**config.mk**
```make
export PLATFORM = sky130hd
export DESIGN_NAME = alpha_finalize_with_bounds_top
export DESIGN_NICKNAME = d
export VERILOG_FILES = /design/src/rtl/core/afb_pkg.sv /design/src/rtl/core/alpha_finalize_with_bounds_top.sv /design/src/rtl/core/afb_pixel_unit.sv
export VERILOG_INCLUDE_DIRS = /design/src /design/src/rtl/core
export SDC_FILE = /design/constraint.sdc
export NUM_CORES = 1
export LEC_CHECK = 0
export ABC_AREA = 1
export BUFFER_PORTS_ARGS = -buffer_cell sky130_fd_sc_hd__buf_2
export CAP_MARGIN = 20
export CORE_ASPECT_RATIO = 0.75
export CORE_UTILIZATION = 45
export CTS_CLUSTER_DIAMETER = 200
export DETAILED_ROUTE_END_ITERATION = 8
export GPL_ROUTABILITY_DRIVEN = 0
export PLACE_DENSITY = 0.62
export RECOVER_POWER = 25
export REMOVE_ABC_BUFFERS = 1
export SLEW_MARGIN = 30
export SYNTH_ARGS = -nofsm -noshare
export SYNTH_HDL_FRONTEND = slang
export SYNTH_HIERARCHICAL = 1
export SYNTH_SLANG_ARGS = --single-unit
```
**constraint.sdc**
```tcl
create_clock -name clk -period 11.9 [get_ports clk]
set_clock_uncertainty 0.1 [all_clocks]
set_input_delay 1.19 -clock clk [delete_from_list [all_inputs] [get_ports clk]]
set_output_delay 1.19 -clock clk [all_outputs]
set_load 0.01 [all_outputs]
```
**src/rtl/core/assert_macros.svh**
```systemverilog
// Assertion macros for the alpha finalize RTL.
// Uses the clk and rst_n names of the including module; no other dependencies.
`ifndef ASSERT_MACROS_SVH
`define ASSERT_MACROS_SVH
`ifndef ASSERT_OFF
// Same-cycle implication, disabled during reset.
`define AFB_ASSERT_IMP(lbl, ante, cons) \
  lbl: assert property (@(posedge clk) disable iff (!rst_n) (ante) |-> (cons)) \
    else $error("assertion failed: same-cycle implication");
// Next-cycle implication, disabled during reset.
`define AFB_ASSERT_NXT(lbl, ante, cons) \
  lbl: assert property (@(posedge clk) disable iff (!rst_n) (ante) |=> (cons)) \
    else $error("assertion failed: next-cycle implication");
`else
`define AFB_ASSERT_IMP(lbl, ante, cons)
`define AFB_ASSERT_NXT(lbl, ante, cons)
`endif
`endif

```
**src/rtl/core/afb_pkg.sv**
```systemverilog
// Package for the alpha finalize block: widths, codes, structs, clamp function.
// No dependencies; used by afb_pixel_unit and the top level.
`default_nettype none
package afb_pkg;

  localparam int MAX_DIM    = 4096;
  localparam int DIM_W      = 13;
  localparam int POS_W      = 12;
  localparam int CNT_W      = 25;
  localparam int CH_W       = 8;
  localparam int MODE_W     = 2;
  localparam int THR_W      = 8;
  localparam int BORDER_W   = 11;
  localparam int CFG_IDX_W  = 3;
  localparam int CFG_DATA_W = 25;

  localparam logic [MODE_W-1:0] MODE_PRESERVE = 2'd0;
  localparam logic [MODE_W-1:0] MODE_BINARY   = 2'd1;
  localparam logic [MODE_W-1:0] MODE_OPAQUE   = 2'd2;

  localparam logic [CFG_IDX_W-1:0] REG_ALPHA_MODE   = 3'd0;
  localparam logic [CFG_IDX_W-1:0] REG_ALPHA_THRESH = 3'd1;
  localparam logic [CFG_IDX_W-1:0] REG_MIN_VISIBLE  = 3'd2;
  localparam logic [CFG_IDX_W-1:0] REG_MIN_BORDER   = 3'd3;
  localparam logic [CFG_IDX_W-1:0] REG_FRAME_WIDTH  = 3'd4;
  localparam logic [CFG_IDX_W-1:0] REG_FRAME_HEIGHT = 3'd5;

  localparam logic [MODE_W-1:0]   RST_ALPHA_MODE   = MODE_PRESERVE;
  localparam logic [THR_W-1:0]    RST_ALPHA_THRESH = 8'd128;
  localparam logic [CNT_W-1:0]    RST_MIN_VISIBLE  = 25'd1;
  localparam logic [BORDER_W-1:0] RST_MIN_BORDER   = 11'd0;
  localparam logic [DIM_W-1:0]    RST_FRAME_DIM    = 13'd64;

  localparam logic [CH_W-1:0] ALPHA_FULL = 8'd255;

  typedef enum logic [1:0] {
    ST_OK     = 2'd0,
    ST_FEW    = 2'd1,
    ST_BORDER = 2'd2
  } status_t;

  typedef struct packed {
    logic [CH_W-1:0] red;
    logic [CH_W-1:0] green;
    logic [CH_W-1:0] blue;
    logic [CH_W-1:0] alpha;
  } pix_t;

  typedef struct packed {
    logic [MODE_W-1:0]   mode;
    logic [THR_W-1:0]    threshold;
    logic [CNT_W-1:0]    min_visible;
    logic [BORDER_W-1:0] min_border;
    logic [DIM_W-1:0]    width;
    logic [DIM_W-1:0]    height;
  } cfg_t;

  typedef struct packed {
    pix_t             pix;
    logic             frame_done;
    status_t          status;
    logic [CNT_W-1:0] visible_total;
    logic [DIM_W-1:0] box_left;
    logic [DIM_W-1:0] box_top;
    logic [DIM_W-1:0] box_right;
    logic [DIM_W-1:0] box_bottom;
  } result_t;

  function automatic logic [DIM_W-1:0] clamp_dim(input logic [DIM_W-1:0] v);
    logic [DIM_W-1:0] res;
    res = v;
    if (v == '0) begin
      res = DIM_W'(1);
    end else if (v > DIM_W'(MAX_DIM)) begin
      res = DIM_W'(MAX_DIM);
    end
    return res;
  endfunction

endpackage
`default_nettype wire

```
**src/rtl/core/alpha_finalize_with_bounds_top.sv**
```systemverilog
// Top level of the alpha finalize block: config registers, input and output stages.
// Depends on afb_pkg, afb_pixel_unit and assert_macros.svh.
//
// Usage:
//   Input channel in_*: one RGBA pixel per transaction, raster order, for a
//   frame of frame_width x frame_height pixels (each clamped to 1..4096).
//   Output channel out_*: one finalized pixel per input transaction. On the
//   frame's last pixel frame_done is 1 and the status, visible count and
//   bounding box are valid; on other pixels those report fields are zero.
//   Config port cfg_*: write enable, register index, data; no wait state.
//   Write only while idle. A frame_width or frame_height write restarts the
//   frame; other writes apply from the next pixel.
// Datapath: the input register feeds the result register, which drives
//   out_valid. Throughput: one pixel per clock while out_ready stays high.
// Stall: when out_ready is low the result register holds; the input register
//   takes a pixel only while empty, and in_ready drops once it holds one.
// Reset (rst_n, synchronous, active low): registers go to their defaults
//   (preserve, threshold 128, min_visible 1, border 0, 64 x 64), the frame
//   position and accumulators clear, and both channels go empty.
`default_nettype none
`include "assert_macros.svh"
module alpha_finalize_with_bounds_top (
  input  wire logic                          clk,
  input  wire logic                          rst_n,
  input  wire logic                          in_valid,
  output logic                               in_ready,
  input  wire logic [afb_pkg::CH_W-1:0]      in_red_in,
  input  wire logic [afb_pkg::CH_W-1:0]      in_green_in,
  input  wire logic [afb_pkg::CH_W-1:0]      in_blue_in,
  input  wire logic [afb_pkg::CH_W-1:0]      in_alpha_in,
  output logic                               out_valid,
  input  wire logic                          out_ready,
  output logic [afb_pkg::CH_W-1:0]           out_red_out,
  output logic [afb_pkg::CH_W-1:0]           out_green_out,
  output logic [afb_pkg::CH_W-1:0]           out_blue_out,
  output logic [afb_pkg::CH_W-1:0]           out_alpha_out,
  output logic                               out_frame_done,
  output logic [1:0]                         out_frame_status,
  output logic [afb_pkg::CNT_W-1:0]          out_visible_total,
  output logic [afb_pkg::DIM_W-1:0]          out_box_left,
  output logic [afb_pkg::DIM_W-1:0]          out_box_top,
  output logic [afb_pkg::DIM_W-1:0]          out_box_right,
  output logic [afb_pkg::DIM_W-1:0]          out_box_bottom,
  input  wire logic                          cfg_we,
  input  wire logic [afb_pkg::CFG_IDX_W-1:0] cfg_index,
  input  wire logic [afb_pkg::CFG_DATA_W-1:0] cfg_wdata
);

  // Configuration registers; dimensions are kept raw and clamped on use.
  logic [afb_pkg::MODE_W-1:0]   mode_r, mode_nxt;
  logic [afb_pkg::THR_W-1:0]    thr_r, thr_nxt;
  logic [afb_pkg::CNT_W-1:0]    minvis_r, minvis_nxt;
  logic [afb_pkg::BORDER_W-1:0] border_r, border_nxt;
  logic [afb_pkg::DIM_W-1:0]    width_r, width_nxt;
  logic [afb_pkg::DIM_W-1:0]    height_r, height_nxt;
  logic                         geom_clr;
  afb_pkg::cfg_t                cfg;

  // Input stage and result stage.
  logic                s1_valid_r, s1_valid_nxt;
  afb_pkg::pix_t       s1_pix_r;
  logic                s1_adv, step, in_take;
  logic                out_valid_r, out_valid_nxt;
  afb_pkg::result_t    out_r;
  afb_pkg::result_t    res;

  always_comb begin
    mode_nxt   = mode_r;
    thr_nxt    = thr_r;
    minvis_nxt = minvis_r;
    border_nxt = border_r;
    width_nxt  = width_r;
    height_nxt = height_r;
    geom_clr   = 1'b0;
    if (cfg_we) begin
      case (cfg_index)
        afb_pkg::REG_ALPHA_MODE: begin
          mode_nxt = cfg_wdata[afb_pkg::MODE_W-1:0];
        end
        afb_pkg::REG_ALPHA_THRESH: begin
          thr_nxt = cfg_wdata[afb_pkg::THR_W-1:0];
        end
        afb_pkg::REG_MIN_VISIBLE: begin
          minvis_nxt = cfg_wdata[afb_pkg::CNT_W-1:0];
        end
        afb_pkg::REG_MIN_BORDER: begin
          border_nxt = cfg_wdata[afb_pkg::BORDER_W-1:0];
        end
        afb_pkg::REG_FRAME_WIDTH: begin
          width_nxt = cfg_wdata[afb_pkg::DIM_W-1:0];
          geom_clr  = 1'b1;
        end
        afb_pkg::REG_FRAME_HEIGHT: begin
          height_nxt = cfg_wdata[afb_pkg::DIM_W-1:0];
          geom_clr   = 1'b1;
        end
        default: begin
          // drop writes beyond the register list
        end
      endcase
    end
  end

  always_ff @(posedge clk) begin
    if (!rst_n) begin
      mode_r   <= afb_pkg::RST_ALPHA_MODE;
      thr_r    <= afb_pkg::RST_ALPHA_THRESH;
      minvis_r <= afb_pkg::RST_MIN_VISIBLE;
      border_r <= afb_pkg::RST_MIN_BORDER;
      width_r  <= afb_pkg::RST_FRAME_DIM;
      height_r <= afb_pkg::RST_FRAME_DIM;
    end else begin
      mode_r   <= mode_nxt;
      thr_r    <= thr_nxt;
      minvis_r <= minvis_nxt;
      border_r <= border_nxt;
      width_r  <= width_nxt;
      height_r <= height_nxt;
    end
  end

  always_comb begin
    cfg.mode        = mode_r;
    cfg.threshold   = thr_r;
    cfg.min_visible = minvis_r;
    cfg.min_border  = border_r;
    cfg.width       = afb_pkg::clamp_dim(width_r);
    cfg.height      = afb_pkg::clamp_dim(height_r);
  end

  // Advance the input stage whenever the result register is free or drains.
  assign s1_adv   = !out_valid_r || out_ready;
  assign step     = s1_valid_r && s1_adv;
  assign in_ready = !s1_valid_r || s1_adv;
  assign in_take  = in_valid && in_ready;

  assign s1_valid_nxt  = in_take ? 1'b1 : (step ? 1'b0 : s1_valid_r);
  assign out_valid_nxt = step ? 1'b1 : (out_ready ? 1'b0 : out_valid_r);

  always_ff @(posedge clk) begin
    if (!rst_n) begin
      s1_valid_r  <= 1'b0;
      out_valid_r <= 1'b0;
    end else begin
      s1_valid_r  <= s1_valid_nxt;
      out_valid_r <= out_valid_nxt;
    end
  end

  // Payload registers: load on transaction, hold otherwise.
  always_ff @(posedge clk) begin
    if (in_take) begin
      s1_pix_r.red   <= in_red_in;
      s1_pix_r.green <= in_green_in;
      s1_pix_r.blue  <= in_blue_in;
      s1_pix_r.alpha <= in_alpha_in;
    end
    if (step) begin
      out_r <= res;
    end
  end

  afb_pixel_unit u_pixel (
    .clk        (clk),
    .rst_n      (rst_n),
    .cfg        (cfg),
    .step       (step),
    .pix        (s1_pix_r),
    .clr        (geom_clr),
    .clr_width  (afb_pkg::clamp_dim(width_nxt)),
    .clr_height (afb_pkg::clamp_dim(height_nxt)),
    .res        (res)
  );

  assign out_valid         = out_valid_r;
  assign out_red_out       = out_r.pix.red;
  assign out_green_out     = out_r.pix.green;
  assign out_blue_out      = out_r.pix.blue;
  assign out_alpha_out     = out_r.pix.alpha;
  assign out_frame_done    = out_r.frame_done;
  assign out_frame_status  = out_r.status;
  assign out_visible_total = out_r.visible_total;
  assign out_box_left      = out_r.box_left;
  assign out_box_top       = out_r.box_top;
  assign out_box_right     = out_r.box_right;
  assign out_box_bottom    = out_r.box_bottom;

  // A pending pixel waits in the input stage until the result side frees up.
  `AFB_ASSERT_NXT(a_s1_hold, s1_valid_r && !s1_adv, s1_valid_r)
  // An empty result register never back-pressures the input.
  `AFB_ASSERT_IMP(a_ready_free, !out_valid_r, in_ready)
  // Report fields are zero away from the frame's last pixel.
  `AFB_ASSERT_IMP(a_report_zero, out_valid_r && !out_r.frame_done,
                  out_r.visible_total == '0 && out_r.box_right == '0)
  // A frame with visible pixels has a non-empty box.
  `AFB_ASSERT_IMP(a_box_order,
                  out_valid_r && out_r.frame_done && out_r.visible_total != '0,
                  out_r.box_left < out_r.box_right && out_r.box_top < out_r.box_bottom)

endmodule
`default_nettype wire

```
**src/rtl/core/afb_pixel_unit.sv**
```systemverilog
// Per-pixel alpha finalize plus frame position, count and bounding box state.
// Depends on afb_pkg.
`default_nettype none
module afb_pixel_unit (
  input  wire logic                    clk,
  input  wire logic                    rst_n,
  input  wire afb_pkg::cfg_t           cfg,
  input  wire logic                    step,
  input  wire afb_pkg::pix_t           pix,
  input  wire logic                    clr,
  input  wire logic [afb_pkg::DIM_W-1:0] clr_width,
  input  wire logic [afb_pkg::DIM_W-1:0] clr_height,
  output afb_pkg::result_t             res
);

  logic [afb_pkg::POS_W-1:0] col_r, col_nxt;
  logic [afb_pkg::POS_W-1:0] row_r, row_nxt;
  logic [afb_pkg::CNT_W-1:0] cnt_r, cnt_nxt;
  logic [afb_pkg::DIM_W-1:0] left_r, left_nxt;
  logic [afb_pkg::DIM_W-1:0] top_r, top_nxt;
  logic [afb_pkg::DIM_W-1:0] right_r, right_nxt;
  logic [afb_pkg::DIM_W-1:0] bottom_r, bottom_nxt;

  logic [afb_pkg::CH_W-1:0]  a_fin;
  logic                      vis;
  logic [afb_pkg::DIM_W-1:0] col_ext, row_ext, col_inc, row_inc;
  logic [afb_pkg::CNT_W-1:0] cnt_upd;
  logic [afb_pkg::DIM_W-1:0] left_upd, top_upd, right_upd, bottom_upd;
  logic                      row_end, last, border_ok;
  logic [afb_pkg::DIM_W:0]   right_need, bottom_need;
  logic [afb_pkg::DIM_W-1:0] border_ext;
  afb_pkg::status_t          status;

  always_comb begin
    case (cfg.mode)
      afb_pkg::MODE_OPAQUE: begin
        a_fin = afb_pkg::ALPHA_FULL;
      end
      afb_pkg::MODE_BINARY: begin
        if (pix.alpha < cfg.threshold || pix.alpha == '0) begin
          a_fin = '0;
        end else begin
          a_fin = afb_pkg::ALPHA_FULL;
        end
      end
      default: begin
        a_fin = pix.alpha;
      end
    endcase
  end

  assign vis     = (a_fin != '0);
  assign col_ext = {1'b0, col_r};
  assign row_ext = {1'b0, row_r};
  assign col_inc = col_ext + afb_pkg::DIM_W'(1);
  assign row_inc = row_ext + afb_pkg::DIM_W'(1);

  // Accumulators including the current pixel; the report shows these.
  assign cnt_upd    = vis ? cnt_r + afb_pkg::CNT_W'(1) : cnt_r;
  assign left_upd   = (vis && col_ext < left_r) ? col_ext : left_r;
  assign top_upd    = (vis && row_ext < top_r) ? row_ext : top_r;
  assign right_upd  = (vis && col_inc > right_r) ? col_inc : right_r;
  assign bottom_upd = (vis && row_inc > bottom_r) ? row_inc : bottom_r;

  assign row_end = (col_inc >= cfg.width);
  assign last    = row_end && (row_inc >= cfg.height);

  assign border_ext  = {2'b00, cfg.min_border};
  assign right_need  = {1'b0, right_upd} + {1'b0, border_ext};
  assign bottom_need = {1'b0, bottom_upd} + {1'b0, border_ext};
  assign border_ok   = (left_upd >= border_ext) && (top_upd >= border_ext) &&
                       (right_need <= {1'b0, cfg.width}) &&
                       (bottom_need <= {1'b0, cfg.height});

  always_comb begin
    status = afb_pkg::ST_OK;
    if (cnt_upd < cfg.min_visible) begin
      status = afb_pkg::ST_FEW;
    end else if (cfg.mode != afb_pkg::MODE_OPAQUE && !border_ok) begin
      status = afb_pkg::ST_BORDER;
    end
  end

  always_comb begin
    res.pix.red   = vis ? pix.red   : '0;
    res.pix.green = vis ? pix.green : '0;
    res.pix.blue  = vis ? pix.blue  : '0;
    res.pix.alpha = a_fin;
    res.frame_done    = last;
    res.status        = last ? status : afb_pkg::ST_OK;
    res.visible_total = last ? cnt_upd : '0;
    res.box_left      = last ? left_upd : '0;
    res.box_top       = last ? top_upd : '0;
    res.box_right     = last ? right_upd : '0;
    res.box_bottom    = last ? bottom_upd : '0;
  end

  always_comb begin
    col_nxt    = col_r;
    row_nxt    = row_r;
    cnt_nxt    = cnt_r;
    left_nxt   = left_r;
    top_nxt    = top_r;
    right_nxt  = right_r;
    bottom_nxt = bottom_r;
    if (clr) begin
      col_nxt    = '0;
      row_nxt    = '0;
      cnt_nxt    = '0;
      left_nxt   = clr_width;
      top_nxt    = clr_height;
      right_nxt  = '0;
      bottom_nxt = '0;
    end else if (step) begin
      if (last) begin
        col_nxt    = '0;
        row_nxt    = '0;
        cnt_nxt    = '0;
        left_nxt   = cfg.width;
        top_nxt    = cfg.height;
        right_nxt  = '0;
        bottom_nxt = '0;
      end else begin
        cnt_nxt    = cnt_upd;
        left_nxt   = left_upd;
        top_nxt    = top_upd;
        right_nxt  = right_upd;
        bottom_nxt = bottom_upd;
        if (row_end) begin
          col_nxt = '0;
          row_nxt = row_inc[afb_pkg::POS_W-1:0];
        end else begin
          col_nxt = col_inc[afb_pkg::POS_W-1:0];
        end
      end
    end
  end

  always_ff @(posedge clk) begin
    if (!rst_n) begin
      col_r    <= '0;
      row_r    <= '0;
      cnt_r    <= '0;
      left_r   <= afb_pkg::RST_FRAME_DIM;
      top_r    <= afb_pkg::RST_FRAME_DIM;
      right_r  <= '0;
      bottom_r <= '0;
    end else begin
      col_r    <= col_nxt;
      row_r    <= row_nxt;
      cnt_r    <= cnt_nxt;
      left_r   <= left_nxt;
      top_r    <= top_nxt;
      right_r  <= right_nxt;
      bottom_r <= bottom_nxt;
    end
  end

endmodule
`default_nettype wire
```
; ---- Word level (Yosys, flattened, before mapping)
; Cells that the tools add are included.
[op_classes]
eq_ne = 8
order_cmp = 16
n_bitwise = 2
addsub = 5
n_reduce_logical = 36
n_mux = 40
[op_table]
columns = cell, n
row1 = 13-bit two-way mux, 24
row2 = "13-bit greater-than comparator, second input constant", 4
row3 = 13-bit logical NOT, 4
row4 = 25-bit two-way mux, 2
row5 = 12-bit two-way mux, 4
row6 = 13-bit by 11-bit adder with 14-bit output, 2
row7 = 14-bit by 13-bit <= comparator with 1-bit output, 2
row8 = "12-bit by 1-bit adder with 13-bit output, second input constant", 2
row9 = 13-bit by 11-bit >= comparator with 1-bit output, 2
row10 = 13-bit >= comparator, 2
row11 = 13-bit greater-than comparator, 2
row12 = 12-bit by 13-bit less-than comparator with 1-bit output, 2
row13 = "25-bit by 1-bit adder with 25-bit output, second input constant", 1
row14 = 25-bit less-than comparator, 1
row15 = 8-bit case mux with 2 select lines, 1
row16 = 1-bit logical AND, 11
row17 = 2-bit AND reduction, 5
row18 = 8-bit logical NOT, 1
row19 = 8-bit less-than comparator, 1
row20 = 8-bit two-way mux, 1
row21 = 2-bit nonzero test, 4
row22 = 8-bit nonzero test, 1
row23 = 1-bit two-way mux, 7
row24 = "3-bit by 2-bit == test with 1-bit output, second input constant", 2
row25 = other kinds (11), 19
[word_totals]
input_bits = 65
ff_bits = 319
wordCells = 138

; ---- Depth between registers and ports, before layout
; Gate-level depths: netlist (run 1).
[depth]
word_depth = 15
ltp_mapped = 48
mapped_depth_nobuf = 47

; ---- By module
; Netlist (run 1), hierarchy kept.
[by_module_without_submodules]
columns = mod, seq_area_each_um2, cells_each, area_each_um2, n_inst
row1 = afb_pixel_unit, 2021.9, 1832, 11506.0, 1
row2 = alpha_finalize_with_bounds_top, 5805.6, 637, 7671.1, 1

; ---- Worst setup path before layout (run 1)
; Ideal clock, no wire load.
[synth_path]
kind = in2reg
start = in out_ready
end = reg u_pixel/left_r[0] in the netlist's numbering
path_slack_ns = 3.220
setup_time_ns = 0.070
stages = 7
path_buffers = 1
t_arrival_ns = 8.510
path_cell_list = inv_1 -> a21oi_1 -> inv_1 -> nor2_1 -> clkbuf_1 -> o211ai_1 -> a21oi_1
[synth_via]
elab_chain_cells = 3
[synth_rtl]
columns = item, line_no
row1 = from (decl), alpha_finalize_with_bounds_top.sv:32  ; input wire logic out_ready,
row2 = 1-bit logical OR, alpha_finalize_with_bounds_top.sv:132  ; assign s1_adv = !out_valid_r || out_ready;
row3 = 1-bit logical AND, alpha_finalize_with_bounds_top.sv:133  ; assign step = s1_valid_r && s1_adv;
row4 = 2-bit nonzero test (no source line), --
row5 = to (signal assigned), afb_pixel_unit.sv:144  ; left_r <= afb_pkg::RST_FRAME_DIM;
row6 = to (signal assigned), afb_pixel_unit.sv:152  ; left_r <= left_nxt;
row7 = to (decl), afb_pixel_unit.sv:19  ; logic [afb_pkg::DIM_W-1:0] left_r, left_nxt;
; No other way between the ends.
; A chain may end at the register's enable or synchronous reset.

; ---- Worst setup path after layout (run 1)
[layout_path]
start = reg u_pixel/row_r[0] in the netlist's numbering
end = reg out_r (netlist bit out_frame_status[1]) (data pin)
[layout_via]
elab_chain_cells = 10
word_cells_on_any_way = 20
classes_between = 2 x add/sub / 5 x order compare / 3 x mux / 1 x bitwise / 9 x reduce/logical
[layout_rtl]
columns = item, line_no
row1 = from (decl), afb_pixel_unit.sv:17  ; logic [afb_pkg::POS_W-1:0] row_r, row_nxt;
row2 = from (signal assigned), afb_pixel_unit.sv:150  ; row_r <= row_nxt;
row3 = 12-bit by 1-bit adder with 13-bit output / 12-bit by 13-bit less-than comparator with 1-bit output (equally long branches), "afb_pixel_unit.sv:56, afb_pixel_unit.sv:61"
row4 = 13-bit greater-than comparator / 1-bit logical AND (equally long branches), "afb_pixel_unit.sv:63, afb_pixel_unit.sv:61"
row5 = 1-bit logical AND / 13-bit two-way mux (equally long branches), "afb_pixel_unit.sv:63, afb_pixel_unit.sv:61"
row6 = 13-bit two-way mux / 13-bit by 11-bit >= comparator with 1-bit output (equally long branches), "afb_pixel_unit.sv:63, afb_pixel_unit.sv:71"
row7 = 13-bit by 11-bit adder with 14-bit output / 1-bit logical AND (equally long branches), "afb_pixel_unit.sv:70, afb_pixel_unit.sv:71"
row8 = 14-bit by 13-bit <= comparator with 1-bit output / 1-bit logical AND (equally long branches), "afb_pixel_unit.sv:73, afb_pixel_unit.sv:71"
row9 = 1-bit logical AND, afb_pixel_unit.sv:72  ; (right_need <= {1'b0, cfg.width}) &&
row10 = 1-bit logical NOT, afb_pixel_unit.sv:79  ; end else if (cfg.mode != afb_pkg::MODE_OPAQUE && !border_ok) begin
row11 = 1-bit logical AND, afb_pixel_unit.sv:79
row12 = 2-bit two-way mux, afb_pixel_unit.sv:79
row13 = to (signal assigned), alpha_finalize_with_bounds_top.sv:159  ; out_r <= res;
row14 = to (decl), alpha_finalize_with_bounds_top.sv:64  ; afb_pkg::result_t out_r;
; Parallel ways exist; a longest one is shown, timed or not.

==> summary.txt, run 1 <==
Synthesis
  • Async set or reset register ratio after synthesis: 0%
  • Synth Instances: 2469
  • Largest area contributor in the netlist: edfxtp_1
  • Multiplexer share of the synthesized area: 0%
  • Simple-Gate Fraction of Synth Area: 21.1%
  • Yosys warning total: 6
  • Post-synthesis compound-gate area fraction: 13.5%
  • Largest family of logic cells by synthesized area: simple AND/OR/NAND/NOR gates
  • Syn_area_per_cell: 7.77 um^2
  • Synthesized area: 19200 um^2
  • Synth area leaders: edfxtp_1, dfxtp_1, ha_1, nand2_1, inv_1
  • Ys flop type: dfxtp_1
  • FF+latch count, synth: 319
  • Distinct cell type count after synthesis: 58
  • EDFF count, synth: roughly 140
  • Post-synthesis xor/xnor area fraction: 2.41%
  • Register area share after synthesis: 40.8%
  • Synth top area share: 22.5%
  • Adder-cell share of the synthesized area: between 10% and 20%

STA
  • Worst hold slack: 0.365 ns
  • Tcrit/Tclk final: 55.0%
  • Final setup vio count: 0
  • Headroom to the max-slew limit: -80.4%
  • RSZ-0062 raised after global routing: no
  • Pins Over Slew Limit: 80
  • Fmax: 0.153 GHz
  • Final Hold Fails: 0
  • Slew @ Worst Pin: 2.71 ns
  • Min Tclk post-route: 6.54 ns

Global route
  • Initial antenna violation count: 5
  • Vias in the first global route: 15671
  • Remaining global-route overflow: 0
  • Global Route Usage Sum: approximately a quarter
  • Largest net degree at the start of global routing: 77
  • Global-route wire length before repair: 85800 um

Run
  • Max Cap Violations: 2

Critical path
  • Critical R2R Capture: out_frame_status[1]$_DFFE_PP_
  • Crit path DAT: approximately 6.7 ns
  • CP Launch Type: register
  • Cells on worst reg2reg path: 45
  • Worst Path Max Fanout: 13
  • Worst r2r src: u_pixel/row_r[0]$_SDFFE_PP0P_
  • Reg-to-reg slack, setup: 5.36 ns
  • Worst setup path start: u_pixel/row_r[0]$_SDFFE_PP0P_
  • Crit. End Element: register
  • Slowest cell on crit path: dfxtp_1
  • Worst path required time: 12.09 ns
  • Most used cell, CP: nand2_1
  • Worst path max stage delay: 0.55 ns
  • Crit Path Class: reg2reg

CTS
  • Clk_lat worst skew: roughly 0.55 ns
  • Clk buf depth: 3
  • Hold buffer count at cts: 0
  • CTS tree: yes
  • Post-CTS Setup Inserts: 0
  • Clock slew at reported path FFs: 0.06 ns
  • H-tree levels: 2
  • Clk sink count: 319
  • Cells resized by post-CTS repair: 0
  • CTS Buf Count: 36
  • CTS root buf: clkbuf_16

Layout
  • Post-route design area: 21600 um^2
  • Fill count: between 4000 and 5000
  • Multi-input gate area: 9400 um^2
  • Commonest non-fill, non-tap cell in the layout: nand2_1
  • Area growth from synthesis to layout: 12.7%
  • Seq. cell area: 7830 um^2
  • Layout cell share with drive strength beyond 1: about an eighth
  • Most frequent cells in the layout: nand2_1, inv_1, nor2_1
  • Final nets: 2865

Power and ir drop
  • LEAKAGE: ~9.9 nW
  • Sequential share of power: between 40% and 50%
  • Clock power frac: 40.1%
  • Switch share: 28.6%
  • Peak VDD IR: 0.0000896 V
  • Psw: 0.770 mW
  • Int Pwr: 1.92 mW
  • Gate power share: 15.1%
  • Pwr dens: between 100 and 150 nW/um^2

Min path
  • Worst hold start: u_pixel/right_r[12]$_SDFFE_PP0P_
  • WHS Endpoint: u_pixel/right_r[12]$_SDFFE_PP0P_
  • Hold path cells: 2
  • Min-delay worst type: reg2reg

Placed design
  • Detail Placement HPWL: 41900 um
  • Port-buffer cells: 178
  • Cell Area, Placed: 20500 um^2

Detailed routing
  • Iteration-0 DRC Markers: 1406
  • Post-route antenna net violation count: 0
  • Vias: around 17000
  • Post-Route WL: 55600 um
  • Via density: 5.28
  • Remaining DRCs: 0
  • DR pass1 iterations: 5
  • WL per Instance: 17.3 um

Floorplanning
  • Die width: 240 um
  • Die area: 43500 um^2
  • Die height: about 180 um
  • IO Count: approximately 180
  • Core Area: 42000 um^2
  • Starting Density: 45.6%
  • Number of core rows: 65

Run status
  • Status: complete, but fails checks
  • Failing checks: capacitance limit, slew limit
[critical path: cells and delay by family, from the launching register on]
family / cells / cell delay, ns
AND/OR/NAND/NOR: 28 / 2.48
buffers and inverters: 4 / 0.43
AO/OA/AOI/OAI: 8 / 1.27
XOR/XNOR: 1 / 0.34
flip-flops: 1 / 0.55
adder cells (fa/ha/maj): 4 / 1.10
[routing by layer]
layer,up-vias,routed length (um),GRT usage [%]
li1,8402,-,-
met1,7896,26000,37.4
met2,597,23800,38.1
met3,94,4140,4.05
met4,4,1560,7.39
met5,-,18,0
[power by group through the flow]
| stage | Clock [mW] | Sequential [mW] | Combinational (mW) |
|---|---|---|---|
| final | 1.08 | 1.21 | 0.406 |
| after global routing | 1.15 | 1.21 | 0.453 |
| after CTS | 1.10 | 1.21 | 0.403 |
| after detailed placement | 0 | 1.23 | 0.401 |
| after global placement | 0 | 1.23 | 0.393 |
| after floorplan | 0 | 1.23 | 0.258 |
[cell usage after synthesis, types with 5 or more instances]
master / n
o221ai_1: 5
nand2_2: 15
ha_1: 181
nand4_1: 31
o21ai_2: 19
inv_2: 27
buf_4: 8
buf_2: 12
buf_1: 8
edfxtp_1: 144
a21o_1: 5
o211ai_1: 29
a211oi_1: 5
o21ai_1: 45
a21oi_1: 213
a22oi_1: 25
o21bai_1: 5
xor2_1: 34
nor3_1: 31
nor4_1: 9
xnor2_1: 17
nor2_1: 268
nand2_1: 527
a31oi_1: 6
buf_6: 5
inv_1: 385
clkbuf_1: 49
nand3_1: 53
nor2_2: 7
dfxtp_1: 175
o21ai_0: 79
[metrics by stage]
step                      setup WS (ns)  TNS, ns  util [%]  std cells  total power [mW]
final                              5.36        0      51.4       3217              2.69
after global routing               4.69        0      51.4       3217              2.81
after CTS                          5.53        0      51.5       3214              2.71
after detailed placement           5.54        0      48.8       3148              1.63
after global placement             5.74        0      48.8       3148              1.62
after floorplan                  -0.317   -20.31         -       2387              1.49
[worst max-delay path by stage]
stage / end / slack [ns] / cells past startpoint
3_3_place_gp: out_frame_status[1]$_DFFE_PP_ / 5.74 / 42
6_report: out_frame_status[1]$_DFFE_PP_ / 5.36 / 45
3_5_place_dp: out_frame_status[1]$_DFFE_PP_ / 5.54 / 45
2_1_floorplan: u_pixel/cnt_r[0]$_SDFFE_PP0P_ / -0.32 / 6
5_1_grt: out_frame_status[1]$_DFFE_PP_ / 4.69 / 45
4_1_cts: out_frame_status[1]$_DFFE_PP_ / 5.53 / 45
[flip-flops by register name (all words and copies together), names as in the netlist, 13 cells and up]
signal and count:
width_r 13, u_pixel/top_r 13, u_pixel/cnt_r 25, u_pixel/bottom_r 13, height_r 13, out_visible_total 25, out_box_bottom 13, out_box_top 13
out_box_left 13, minvis_r 25, u_pixel/left_r 13, out_box_right 13, u_pixel/right_r 13, s1_pix_r 32
[cell type report]
type / instances / area share [%]
repair buffers: 192 / 4.49
inverters: 415 / 7.22
well taps: 569 / 3.29
multi-input cells: 1653 / 43.5
diodes: 3 / 0.0347
clock buffers: 50 / 4.74
clock inverters: 16 / 0.521
flip-flops and latches: 319 / 36.2
[kinds of logic after synthesis]
logic type / count (synthesis)
AND/OR/NAND/NOR: 966
flip-flops: 319
adder cells (fa/ha/maj): 183
AO/OA/AOI/OAI: 452
XOR/XNOR: 52
buffers and inverters: 497
(Power assumes the default switching activity.)
==> run 2: changes to the inputs <==
--- a/config.mk
+++ b/config.mk
@@ -14,7 +14,7 @@
 export CTS_CLUSTER_DIAMETER = 200
 export DETAILED_ROUTE_END_ITERATION = 8
 export GPL_ROUTABILITY_DRIVEN = 0
-export PLACE_DENSITY = 0.62
+export PLACE_DENSITY = 0.65
 export RECOVER_POWER = 25
 export REMOVE_ABC_BUFFERS = 1
 export SLEW_MARGIN = 30
==> constraint.sdc (replaced) <==
create_clock -name clk -period 5.3 [get_ports clk]
set_clock_uncertainty 0.1 [all_clocks]
set_input_delay 0.53 -clock clk [delete_from_list [all_inputs] [get_ports clk]]
set_output_delay 0.53 -clock clk [all_outputs]
set_load 0.01 [all_outputs]
==> run 2 against run 1 <==
The flow finishes with violations (capacitance limit, slew limit, setup timing). Die area unchanged. Sequential power increased by 120%. Global-route usage increased by 1.4 points. Critical path depth decreased by 6. Combinational power increased to 2.5 times the previous value. Core utilization increased by 4.2 points. Clock-buffer cell count decreased by 8. Design area increased by 8.2%. Routed wire length increased by 7.0%. Via count increased by 5.6%. Setup slack got worse by 5.6 ns. Critical path type unchanged. Critical endpoint unchanged.
==> summary.txt, run 2 (same netlist as run 1, synthesis figures left out) <==
Floorplanning
  • Die area: 43500 um^2
  • Core Area: about 42000 um^2
  • Die width: between 200 and 250 um
  • Starting Density: a little under half
  • Number of core rows: 65
  • Die height: between 150 and 200 um
  • IO Count: ~180

Critical path
  • Crit Path Class: reg2reg
  • Slowest cell on crit path: dfxtp_2
  • Worst Path Max Fanout: 8
  • Worst path max stage delay: roughly 0.35 ns
  • Crit path DAT: 5.74 ns
  • Reg-to-reg slack, setup: -0.24 ns
  • Worst r2r src: u_pixel/col_r[0]$_SDFFE_PP0P_
  • Crit. End Element: register
  • CP Launch Type: register
  • Critical R2R Capture: out_frame_status[1]$_DFFE_PP_
  • Worst setup path start: u_pixel/col_r[0]$_SDFFE_PP0P_
  • Worst path required time: roughly 5.5 ns
  • Most used cell, CP: nand2_1
  • Cells on worst reg2reg path: 39

STA
  • RSZ-0062 raised after global routing: yes
  • Tcrit/Tclk final: 105%
  • Final setup vio count: 1
  • Slew @ Worst Pin: 1.74 ns
  • Pins Over Slew Limit: 40
  • Worst hold slack: approximately 0.047 ns
  • Min Tclk post-route: 5.54 ns
  • Final Hold Fails: 0
  • Final WS setup: -0.239 ns
  • Headroom to the max-slew limit: -15.7%
  • Fmax: 0.181 GHz

Detailed routing
  • WL per Instance: about 18 um
  • Post-route antenna net violation count: 0
  • Via density: 5.30
  • DR pass1 iterations: 6
  • Vias: 17949
  • Iteration-0 DRC Markers: 1816
  • Remaining DRCs: 0
  • Post-Route WL: about 60000 um

Layout
  • Max reg flops: 32
  • Post-route design area: around 23000 um^2
  • Biggest register: s1_pix_r
  • Area growth from synthesis to layout: 22.0%
  • Most frequent cells in the layout: nand2_1, inv_1, nor2_1
  • Layout cell share with drive strength beyond 1: a little under a fifth
  • Commonest non-fill, non-tap cell in the layout: nand2_1
  • Multi-input gate area: 9870 um^2
  • Seq. cell area: just under 8000 um^2
  • Ant diodes: 0
  • Fill count: 3896
  • Fin cells: 3389
  • Final nets: between 3000 and 4000

CTS
  • Clock slew at reported path FFs: around 0.070 ns
  • Hold buffer count at cts: 0
  • H-tree levels: 2
  • CTS Buf Count: 35
  • CTS tree: yes
  • Clk sink count: between 300 and 400
  • Clk buf depth: 3
  • CTS root buf: clkbuf_16
  • Clk_lat worst skew: 0.57 ns

Global route
  • Initial antenna violation count: 2
  • Vias in the first global route: 16972
  • Remaining global-route overflow: 0
  • Global-route wire length before repair: 91300 um
  • Largest net degree at the start of global routing: 70
  • Global Route Usage Sum: between 20% and 30%

Min path
  • Hold path cells: 1
  • Worst hold start: in_green_in[2]
  • Min-delay worst type: in2reg
  • WHS Endpoint: s1_pix_r[18]$_DFFE_PP_

Power and ir drop
  • Peak VDD IR: 0.000237 V
  • Tot Pwr: 6.21 mW
  • Pwr dens: 265 nW/um^2
  • LEAKAGE: 10.8 nW

Placed design
  • Port-buffer cells: about 180
  • Detail Placement HPWL: about 44000 um
  • Cell Area, Placed: 21600 um^2
  • # placed instances: 3286

Run status
  • Failing checks: capacitance limit, slew limit, setup timing
  • Status: complete, but fails checks

Run
  • Max Cap Violations: 2
[run 2: worst max path at each step]
stage / end / slack (ns) / cells after the start
6_report: out_frame_status[1]$_DFFE_PP_ / -0.24 / 39
5_1_grt: out_frame_status[1]$_DFFE_PP_ / -0.66 / 43
4_1_cts: out_frame_status[1]$_DFFE_PP_ / -0.22 / 43
3_5_place_dp: out_frame_status[1]$_DFFE_PP_ / -0.38 / 44
3_3_place_gp: out_frame_status[1]$_DFFE_PP_ / -0.19 / 41
2_1_floorplan: u_pixel/cnt_r[0]$_SDFFE_PP0P_ / -6.26 / 6
[run 2: critical path: cells and delay by family (launching register included)]
family                   cells  cell delay (ns)
AND/OR/NAND/NOR             23             2.25
adder cells (fa/ha/maj)      4             1.09
AO/OA/AOI/OAI                6             0.77
buffers and inverters        4             0.41
flip-flops                   1             0.35
XOR/XNOR                     2             0.30
[run 2: what timing repair did]
action | 4_1_cts | 5_1_grt
endpoints found under the setup margin | 1 | 1
setup buffers | 28 | 11
gates resized for setup | 31 | 75
pin swaps | 21 | 45
[run 2: per-stage QoR]
stage               util (%)  setup WS, ns  setup TNS, ns
floorplan                  -         -6.26        -759.98
global placement        51.3        -0.190         -0.190
detailed placement      51.3        -0.384         -0.384
CTS                     54.8        -0.215         -0.215
global route            55.6        -0.664         -0.664
finish                  55.6        -0.239         -0.239
[run 2: routing by layer]
layer	part of all wire [%]	GRT usage (%)	routed length [um]	vias to the layer above
met1	45	38.3	26700	8359
met3	8.4	4.92	5000	134
met4	3.2	8.94	1930	2
met2	43	40.7	25800	735
met5	0.022	0	13	-
li1	-	-	-	8719
[run 2: final cells by class]
class                      instances  area share (%)
timing repair buffer             369            9.69
inverter                         415            6.68
clock buffer                      42            3.95
clock inverter                    22           0.931
multi-input combinational       1653            42.2
sequential                       319            33.5
tap                              569            3.04
[run 2: where the power goes]
part	total, mW	switching [mW]	internal (mW)
Sequential	2.71	0.0487	2.66
Clock	2.48	1.07	1.41
Combinational	1.02	0.667	0.355
Total	6.21	1.78	4.43
